**src/hdl/stpq_pkg.sv**
```systemverilog
// ----------------------------------------------------------------------------
// stpq_pkg
// Types and codes shared by the sorted-list priority queue cells and top level.
// ----------------------------------------------------------------------------
package stpq_pkg;

    localparam int PRIO_W   = 8;
    localparam int HANDLE_W = 8;
    localparam int OCC_W    = 5;

    localparam logic OP_INSERT = 1'b0;
    localparam logic OP_REMOVE = 1'b1;

    typedef enum logic [1:0] {
        ST_OK    = 2'd0,
        ST_EMPTY = 2'd1,
        ST_FULL  = 2'd2
    } status_t;

    typedef struct packed {
        logic                valid;
        logic [PRIO_W-1:0]   prio;
        logic [HANDLE_W-1:0] handle;
    } slot_t;

    typedef struct packed {
        logic                insert;
        logic                remove;
        logic                fifo_mode;
        logic [PRIO_W-1:0]   prio;
        logic [HANDLE_W-1:0] handle;
    } cmd_t;

endpackage

```
**src/hdl/stable_priority_queue_top.sv**
```systemverilog
// ----------------------------------------------------------------------------
// stable_priority_queue_top
// Bounded ready queue kept sorted in a row of slot cells; stable priority
// insert or FIFO append, remove from head, one registered result per command.
// ----------------------------------------------------------------------------
//  channel  | signals                                          | role
//  s_       | s_valid s_ready s_opcode s_in_priority s_in_handle | command in
//  m_       | m_valid m_ready m_status m_out_priority m_out_handle m_occupancy | result out
//  cfg_     | cfg_wr_en cfg_wr_data                            | fifo_mode write
//
//  one command per cycle while s_ready is high; every slot compares and shifts in the same cycle
//  the insert position ripples through the cell row, DEPTH cells long
//  result appears in the cycle after the transaction, held while m_ready is low
//  a new command is taken while the result register empties in that cycle
//  reset clears slot valid flags, count, fifo_mode and the result valid flag
// ----------------------------------------------------------------------------
module stable_priority_queue_top #(
    parameter int DEPTH = 16
) (
    input  logic       aclk,
    input  logic       aresetn,
    input  logic       cfg_wr_en,
    input  logic       cfg_wr_data,
    input  logic       s_valid,
    output logic       s_ready,
    input  logic       s_opcode,
    input  logic [7:0] s_in_priority,
    input  logic [7:0] s_in_handle,
    output logic       m_valid,
    input  logic       m_ready,
    output logic [1:0] m_status,
    output logic [7:0] m_out_priority,
    output logic [7:0] m_out_handle,
    output logic [4:0] m_occupancy
);

    localparam int CNT_W = $clog2(DEPTH + 1);

    logic                       fifo_mode_reg;
    logic [CNT_W-1:0]           count_reg;
    logic [CNT_W-1:0]           count_next;
    logic                       out_valid_reg;
    stpq_pkg::status_t          status_reg;
    stpq_pkg::status_t          status_next;
    logic [stpq_pkg::PRIO_W-1:0]   out_prio_reg;
    logic [stpq_pkg::PRIO_W-1:0]   out_prio_next;
    logic [stpq_pkg::HANDLE_W-1:0] out_handle_reg;
    logic [stpq_pkg::HANDLE_W-1:0] out_handle_next;
    logic [stpq_pkg::OCC_W-1:0]    occ_reg;

    logic            take;
    logic            full;
    logic            empty;
    stpq_pkg::cmd_t  cmd;
    stpq_pkg::slot_t slots [DEPTH];
    stpq_pkg::slot_t lefts [DEPTH];
    stpq_pkg::slot_t rights[DEPTH];
    logic            seen  [DEPTH+1];

    assign s_ready = !out_valid_reg || m_ready;
    assign take    = s_valid && s_ready;
    assign full    = slots[DEPTH-1].valid;
    assign empty   = !slots[0].valid;

    always_comb begin
        cmd.insert    = take && (s_opcode == stpq_pkg::OP_INSERT) && !full;
        cmd.remove    = take && (s_opcode == stpq_pkg::OP_REMOVE) && !empty;
        cmd.fifo_mode = fifo_mode_reg;
        cmd.prio      = s_in_priority;
        cmd.handle    = s_in_handle;
    end

    assign seen[0] = 1'b0;

    genvar gi;
    generate
        for (gi = 0; gi < DEPTH; gi++) begin : g_cell
            if (gi == 0) begin : g_head
                always_comb begin
                    lefts[gi]       = slots[gi];
                    lefts[gi].valid = 1'b1;
                end
            end else begin : g_mid
                assign lefts[gi] = slots[gi-1];
            end
            if (gi == DEPTH - 1) begin : g_tail
                always_comb begin
                    rights[gi]       = slots[gi];
                    rights[gi].valid = 1'b0;
                end
            end else begin : g_body
                assign rights[gi] = slots[gi+1];
            end
            stpq_cell u_cell (
                .aclk     (aclk),
                .aresetn  (aresetn),
                .cmd      (cmd),
                .left     (lefts[gi]),
                .seen_in  (seen[gi]),
                .right    (rights[gi]),
                .slot     (slots[gi]),
                .seen_out (seen[gi+1])
            );
        end
    endgenerate

    always_comb begin
        count_next      = count_reg;
        status_next     = stpq_pkg::ST_OK;
        out_prio_next   = '0;
        out_handle_next = '0;
        if (s_opcode == stpq_pkg::OP_INSERT) begin
            if (full) begin
                status_next = stpq_pkg::ST_FULL;
            end else begin
                count_next = count_reg + CNT_W'(1);
            end
        end else begin
            if (empty) begin
                status_next = stpq_pkg::ST_EMPTY;
            end else begin
                count_next      = count_reg - CNT_W'(1);
                out_prio_next   = slots[0].prio;
                out_handle_next = slots[0].handle;
            end
        end
    end

    always_ff @(posedge aclk) begin
        if (!aresetn) begin
            fifo_mode_reg <= 1'b0;
            count_reg     <= '0;
            out_valid_reg <= 1'b0;
        end else begin
            if (cfg_wr_en) begin
                fifo_mode_reg <= cfg_wr_data;
            end
            if (take) begin
                count_reg     <= count_next;
                out_valid_reg <= 1'b1;
            end else if (m_ready) begin
                out_valid_reg <= 1'b0;
            end
        end
    end

    // result payload
    always_ff @(posedge aclk) begin
        if (take) begin
            status_reg     <= status_next;
            out_prio_reg   <= out_prio_next;
            out_handle_reg <= out_handle_next;
            occ_reg        <= stpq_pkg::OCC_W'(count_next);
        end
    end

    assign m_valid        = out_valid_reg;
    assign m_status       = status_reg;
    assign m_out_priority = out_prio_reg;
    assign m_out_handle   = out_handle_reg;
    assign m_occupancy    = occ_reg;

endmodule

```
**src/hdl/stpq_cell.sv**
```systemverilog
// ----------------------------------------------------------------------------
// stpq_cell
// One queue slot: holds an entry, shifts toward the tail on insert and toward
// the head on remove, and passes the insert-position flag to the next slot.
// ----------------------------------------------------------------------------
module stpq_cell (
    input  logic           aclk,
    input  logic           aresetn,
    input  stpq_pkg::cmd_t cmd,
    input  stpq_pkg::slot_t left,
    input  logic           seen_in,
    input  stpq_pkg::slot_t right,
    output stpq_pkg::slot_t slot,
    output logic           seen_out
);

    stpq_pkg::slot_t slot_reg;
    stpq_pkg::slot_t slot_next;
    logic            hit;

    assign hit      = slot_reg.valid && !cmd.fifo_mode && (slot_reg.prio > cmd.prio);
    assign seen_out = seen_in | hit;
    assign slot     = slot_reg;

    always_comb begin
        slot_next = slot_reg;
        if (cmd.insert) begin
            if (seen_in) begin
                slot_next = left;
            end else if (hit || (!slot_reg.valid && left.valid)) begin
                slot_next.valid  = 1'b1;
                slot_next.prio   = cmd.prio;
                slot_next.handle = cmd.handle;
            end
        end else if (cmd.remove) begin
            slot_next = right;
        end
    end

    always_ff @(posedge aclk) begin
        if (!aresetn) begin
            slot_reg.valid <= 1'b0;
        end else begin
            slot_reg <= slot_next;
        end
    end

endmodule

```
**config.mk**
```make
export PLATFORM = sky130hd
export DESIGN_NAME = stable_priority_queue_top
export DESIGN_NICKNAME = d
export VERILOG_FILES = /design/src/hdl/stpq_pkg.sv /design/src/hdl/stable_priority_queue_top.sv /design/src/hdl/stpq_cell.sv
export SDC_FILE = /design/constraint.sdc
export NUM_CORES = 1
export LEC_CHECK = 0
export ABC_AREA = 1
export BUFFER_PORTS_ARGS = -buffer_cell sky130_fd_sc_hd__buf_2
export CAP_MARGIN = 10
export CELL_PAD_IN_SITES_DETAIL_PLACEMENT = 1
export CELL_PAD_IN_SITES_GLOBAL_PLACEMENT = 2
export CORE_MARGIN = 8
export CORE_UTILIZATION = 37
export CTS_CLUSTER_SIZE = 16
export DETAILED_ROUTE_END_ITERATION = 10
export PLACE_DENSITY_LB_ADDON = 0.1
export SYNTH_ARGS = -nofsm -noshare
export SYNTH_HDL_FRONTEND = slang
export SYNTH_SLANG_ARGS = --single-unit
```
**constraint.sdc**
```tcl
create_clock -name aclk -period 3.5 [get_ports aclk]
set_clock_uncertainty 0.15 [all_clocks]
set_input_delay 0.175 -clock aclk [delete_from_list [all_inputs] [get_ports aclk]]
set_output_delay 0.175 -clock aclk [all_outputs]
set_load 0.005 [all_outputs]
```
# Yosys cells after proc, flatten, opt, wreduce, memory -nomap -nowiden

Index checks and enable logic that the tools add are counted.

Register bits after elaboration: 302
Bits in latches: 0
RAM bits: 0
Bits in read-only memories: 0
Output and inout port bits: 25
Memories: 0

Add/sub/neg operators: 2
Multiply operators: 0
Div/mod/pow operators: 0
Order comparisons: 16
Equality and inequality tests: 16
Shift operators: 0
Muxes and demuxes: 71
Bitwise operators: 15
Reduce and logical (&&, ||, !) cells: 123

Operator list:

| operator            | count |
|---|---|
| $mux 17             | 63 |
| $gt 8x8->1          | 16 |
| $logic_and 1x1->1   | 52 |
| $reduce_and 3->1    | 16 |
| $ne 3x1->1 const B  | 15 |
| $reduce_and 2->1    | 17 |
| $logic_not 1->1     | 18 |
| $logic_or 1x1->1    | 17 |
| $mux 5              | 3 |
| $or 1x1->1          | 14 |
| $reduce_bool 2->1   | 3 |
| $add 5x1->5 const B | 1 |
| $sub 5x1->5 const B | 1 |
| $mux 2              | 2 |
| $mux 1              | 3 |
| $ne 2x1->1 const B  | 1 |
| $not 1->1           | 1 |

# Logic depth before layout (Yosys ltp)

Depth in word-level cells: 19
Gate-level depth with buffers: 21

# By module

Synthesis repeated with hierarchy kept, for this count alone.

Cells, all modules: 2398
Area total of the unflattened synthesis: 19247.2 um2

By module, submodules not included:

| module                    | instances | cells an instance | area each (um2) | sequential area each (um2) |
|---|---|---|---|---|
| stpq_cell                 | 16        | 141               | 1119.8          | 500.5 |
| stable_priority_queue_top | 1         | 142               | 1330.0          | 830.8 |

# Worst setup path before layout

Ideal clock, no wire load.

Path type: in2reg
From: in s_in_priority[7]
To: reg g_cell[15].u_cell.slot_reg, in the netlist g_cell[15].u_cell.slot[0] (enable)
Library setup time: 0.409 ns
Data arrival time: 3.236 ns
Setup slack: -0.296 ns
Stages: 16
Path buffers: 1
Cell sequence: inv_1 -> ha_1 -> nand2_1 -> nor2_1 -> a21oi_1 -> nand2_1 -> nand4_4 -> nor2_4 -> nand4_4 -> nor2_4 -> nand4_4 -> nor2_4 -> nand3_2 -> buf_2 -> nor2_1 -> nor3_1

Longest elaborated chain between the ends: 18
Elaborated cells between the ends (all ways): 49
Those cells by class: order compare: 16; bitwise: 14; reduce/logical: 19

RTL lines:

| what                            | line                            | RTL |
|---|---|---|
| start, declared                 | stable_priority_queue_top.sv:27 | `input logic [7:0] s_in_priority,` |
| $gt 8x8->1                      | stpq_cell.sv:21                 | `assign hit = slot_reg.valid && !cmd.fifo_mode && (slot_reg.prio > cmd.prio);` |
| $logic_and 1x1->1               | stpq_cell.sv:21                 |  |
| $or 1x1->1 (14 in a row)        | stpq_cell.sv:22                 | `assign seen_out = seen_in \| hit;` |
| $reduce_bool 2->1 (no line) (*) | --                              |  |
| $reduce_and 3->1 (no line) (*)  | --                              |  |
| end signal, assigned            | stpq_cell.sv:44                 | `slot_reg <= slot_next;` |
| end, declared                   | stpq_cell.sv:17                 | `stpq_pkg::slot_t slot_reg;` |

Every way passes the cells marked *; elsewhere a longest branch is shown, timed or not.
A chain may end at the register's enable or synchronous reset.

# Worst setup path in the final report

From: in s_in_priority[7]
To: reg g_cell[14].u_cell.slot_reg, in the netlist g_cell[14].u_cell.slot[13] (enable)

Longest elaborated chain between the ends: 17
Elaborated cells between the ends (all ways): 46
Those cells by class: order compare: 15; eq/ne: 1; bitwise: 13; reduce/logical: 17

RTL lines:

| what                           | line |
|---|---|
| $gt 8x8->1                     | stpq_cell.sv:21 |
| $logic_and 1x1->1              | stpq_cell.sv:21 |
| $or 1x1->1 (13 in a row)       | stpq_cell.sv:22 |
| $ne 3x1->1 (no line) (*)       | -- |
| $reduce_and 3->1 (no line) (*) | -- |
| end signal, assigned           | stpq_cell.sv:44 |
| end, declared                  | stpq_cell.sv:17 |

Marked as above.

==> out/metrics.cfg <==
[global_route]
grt_util_met2_pct = 35.4
grt_max_degree = 90
grt_pass1_vias = 15800
met3_usage_pct = 3.37
grt.met1_usage_pct = 30.6
grt_pass1_wl_mm = 94.0
busiest_layer = met2
grt_overflow = 0
track_usage_pct = 22.0
antenna_found_initial = 0

[cts]
cts_root_buf = clkbuf_16
clk_latency_ns = 0.57
clockBufferDepth = 3
cts_made_buffers = 38
h-tree-depth = 2
clk_pin_slew_ns = 0.05
cts_tree = built
numClockSinks = 302

[sta]
whs_ns = 0.0433
max_freq_mhz = 300
slew_headroom_pct = 47.6
fin_crit_ns = 3.33
final-setup-viol-count = 0
setup_ws_ns = 0.168
rsz0062_at_grt = true
tightest_slew_ns = 0.785
drv_slew = 0
timing.final.crit_share_pct = 95.2
finalHoldViolations = 0
finalSetupTns_ns = 0

[min_path]
min_to = g_cell[1].u_cell.slot[2]
holdCritPathClass = input port to flip-flop
worst_hold_path.num_cells = 5
min_from = s_in_handle[2]

[worst_setup_path]
cp_data_arrival_time_ns = 3.48
cp.required_ns = 3.65
r2r-end = g_cell[14].u_cell.slot[13]
startpoint_type = input port
critPathMaxFanout = 18
r2r_slack_ns = 0.27
reg2reg_depth = 15
r2r_start = g_cell[3].u_cell.slot[14]
path_buf_inv = 5
worstSetupPathType = input port to flip-flop
path_cells = dlygate4sd3_1 > buf_2 > inv_1 > buf_12 > ha_1 > a21o_1 > nor2_1 > nand2_1 > nand2_1 > nand4_4 > nor2_4 > nand4_4 > nor2_4 > nand4_4 > nor2_4 > nand4_1 > nand2_1 > nor2_1 > buf_4
slowest_delay_ns = 0.57
endpoint_kind = flip-flop
critPathSlowestCell = dlygate4sd3_1
crit_family = simple AND/OR/NAND/NOR gates

[pwr]
switching_share_pct = 30.4
p_comb_share_pct = 19.5
p_leak_nw = 8.10
ir_worst_vdd_mv = 0.281
power.density_nw_per_um2 = 505
power_frac_seq_pct = 42.5
p_sw_mw = 3.12
intPower_mw = 7.15
p_clk_share_pct = 38.1

[drt]
drt_iter0_markers = 932
routedWlPerCell_um = 23.1
num_vias = 14800
drtAntennaViolNets = 0
dr.pass1.iters = 6
routed_wl_mm = 60.0
viasPerCell = 5.71
drc = 0

[synth]
yosysTopAreaCellShare_pct = 47.5
synth_top_family_by_area = simple AND/OR/NAND/NOR gates
synth.most_common_cell = nand2_1
synth_area_leader_cell = edfxtp_1
synth_area_per_cell_um2 = 9.29
yosys.area_share.adder_pct = 9.21
syn_area_um2 = 17700
yosys-top-cells-count = nand2_1, edfxtp_1, nand3_1, o211ai_1, inv_1
synth-edff-count = 279
async_flop_share_pct = 0
synth-seq-area-share_pct = 50.1
synth-xor-area-share_pct = 0.198
syn-instance-count = 1901
synth_compound_area_share_pct = 16.2
yosys-top-cells-area = edfxtp_1, ha_1, o211ai_1, nand2_1, nand3_1
yosys.area_share.simple_pct = 17.8
ys.warnings.count = 0
synthMuxAreaShare_pct = 0
syn_nets = 2054
synth_ff_type = edfxtp_1
ys_seq_elements = 302
synth_cell_type_count = 37

[layout]
syn_to_final_growth_pct = 15.2
drive_gt1_share_pct = 10.5
antenna_cells = 0
final_cells = 2601
finalNetCount = 2111
largest_reg_flops = 272
nFillCells = 5400

[placement]
dp_hpwl_mm = 43.1
gp_congestion = 0.783
io_buffers = 47
dp.cells = 2518
place_ws_ns = 0.0527

[floorplan]
coreArea_um2 = 47400
die_y_um = 234
initial_core_util_pct = 37.2
std_cell_rows = 80
die_w_um = 234
ios = 48
dieArea_um2 = 55000

[run_status]
status = completed

[job]
max_cap_violations = 0

[kinds of logic (layout without fill, tap and decap cells)]
kind of cell / after synthesis / in the layout
DFF: 302 / 302
adders and majority gates: 130 / 130
xor gates and xnor gates: 4 / 4
buffers and inverters: 306 / 391
AOI/OAI and AO/OA: 437 / 437
and+or+nand+nor: 722 / 722
[through the flow]
stage	util [%]	area, µm²	power, mW
3_3_place_gp	39.9	18900	6.31
3_5_place_dp	39.9	18900	6.38
5_1_grt	42.9	20300	10.7
2_1_floorplan	-	17700	5.65
6_report	42.9	20300	10.3
4_1_cts	42.7	20200	10.3
[tightest hold or removal path: cells and delay by family]
| family | cells | cell delay (ns) |
|---|---|---|
| buf+inv | 2 | 0.16 |
| compound gates | 2 | 0.19 |
| simple gates | 1 | 0.06 |
[worst max-delay path by stage]
stage | from | endpoint | slack (ns) | depth (start not counted)
2_1_floorplan | s_in_priority[7] | g_cell[2].u_cell.slot[0] | 0.10 | 11
3_3_place_gp | s_in_priority[6] | g_cell[15].u_cell.slot[2] | 0.10 | 16
3_5_place_dp | s_in_priority[6] | g_cell[13].u_cell.slot[11] | 0.05 | 15
4_1_cts | s_in_priority[7] | g_cell[13].u_cell.slot[11] | 0.08 | 18
5_1_grt | s_in_priority[7] | g_cell[14].u_cell.slot[8] | -0.06 | 19
6_report | s_in_priority[7] | g_cell[14].u_cell.slot[13] | 0.17 | 19
[cell type report]
cell class	count	area, µm²	area share (%)
tap	615	769	3.78
timing repair buffer	144	1100	5.43
sequential	302	8840	43.5
clock buffer	55	1080	5.29
inverter	179	688	3.38
clock inverter	13	133	0.652
multi-input combinational	1293	7730	38.0
[timing repair]
action,CTS,global route
endpoints found under the setup margin,0,196
setup buffers,0,4
endpoints found under the hold margin,12,0
hold buffers,11,0
gates resized for setup,0,17
[cell usage in the layout, fill, tap and decap left out, types with 3 or more instances in the layout]
cell           count
clkinv_2           5
buf_12             7
o21ai_1           18
nand4_4            3
edfxtp_1         279
clkinv_1           6
nor3_2             3
buf_6              5
o21ai_0           70
a21oi_1          100
a211oi_1           6
nand4_1           15
dfxtp_1           23
nand2_1          361
o221ai_1          30
nand3_1          235
clkbuf_8           4
buf_4             73
clkbuf_1          12
dlygate4sd3_1     11
nor2_4             3
inv_1            173
clkbuf_16         39
ha_1             130
xor2_1             4
nor2_2             4
o21a_1             7
buf_2             47
nor3_1             4
nor2_1            86
a21o_1             3
o211ai_1         190
[per-layer routing]
metal,wire (µm),vias to the layer above
met4,1650,0
met2,27100,324
met1,28500,7430
li1,-,7009
met5,0,-
met3,2780,82
[power by group through the flow]
| stage | clock network (mW) | registers [mW] | logic (mW) |
|---|---|---|---|
| 6_report | 3.91 | 4.36 | 2.00 |
| 5_1_grt | 4.12 | 4.38 | 2.24 |
| 4_1_cts | 4.00 | 4.36 | 1.96 |
| 3_5_place_dp | 0 | 4.44 | 1.94 |
| 3_3_place_gp | 0 | 4.44 | 1.88 |
| 2_1_floorplan | 0 | 4.38 | 1.27 |
(Power assumes the default switching activity.)
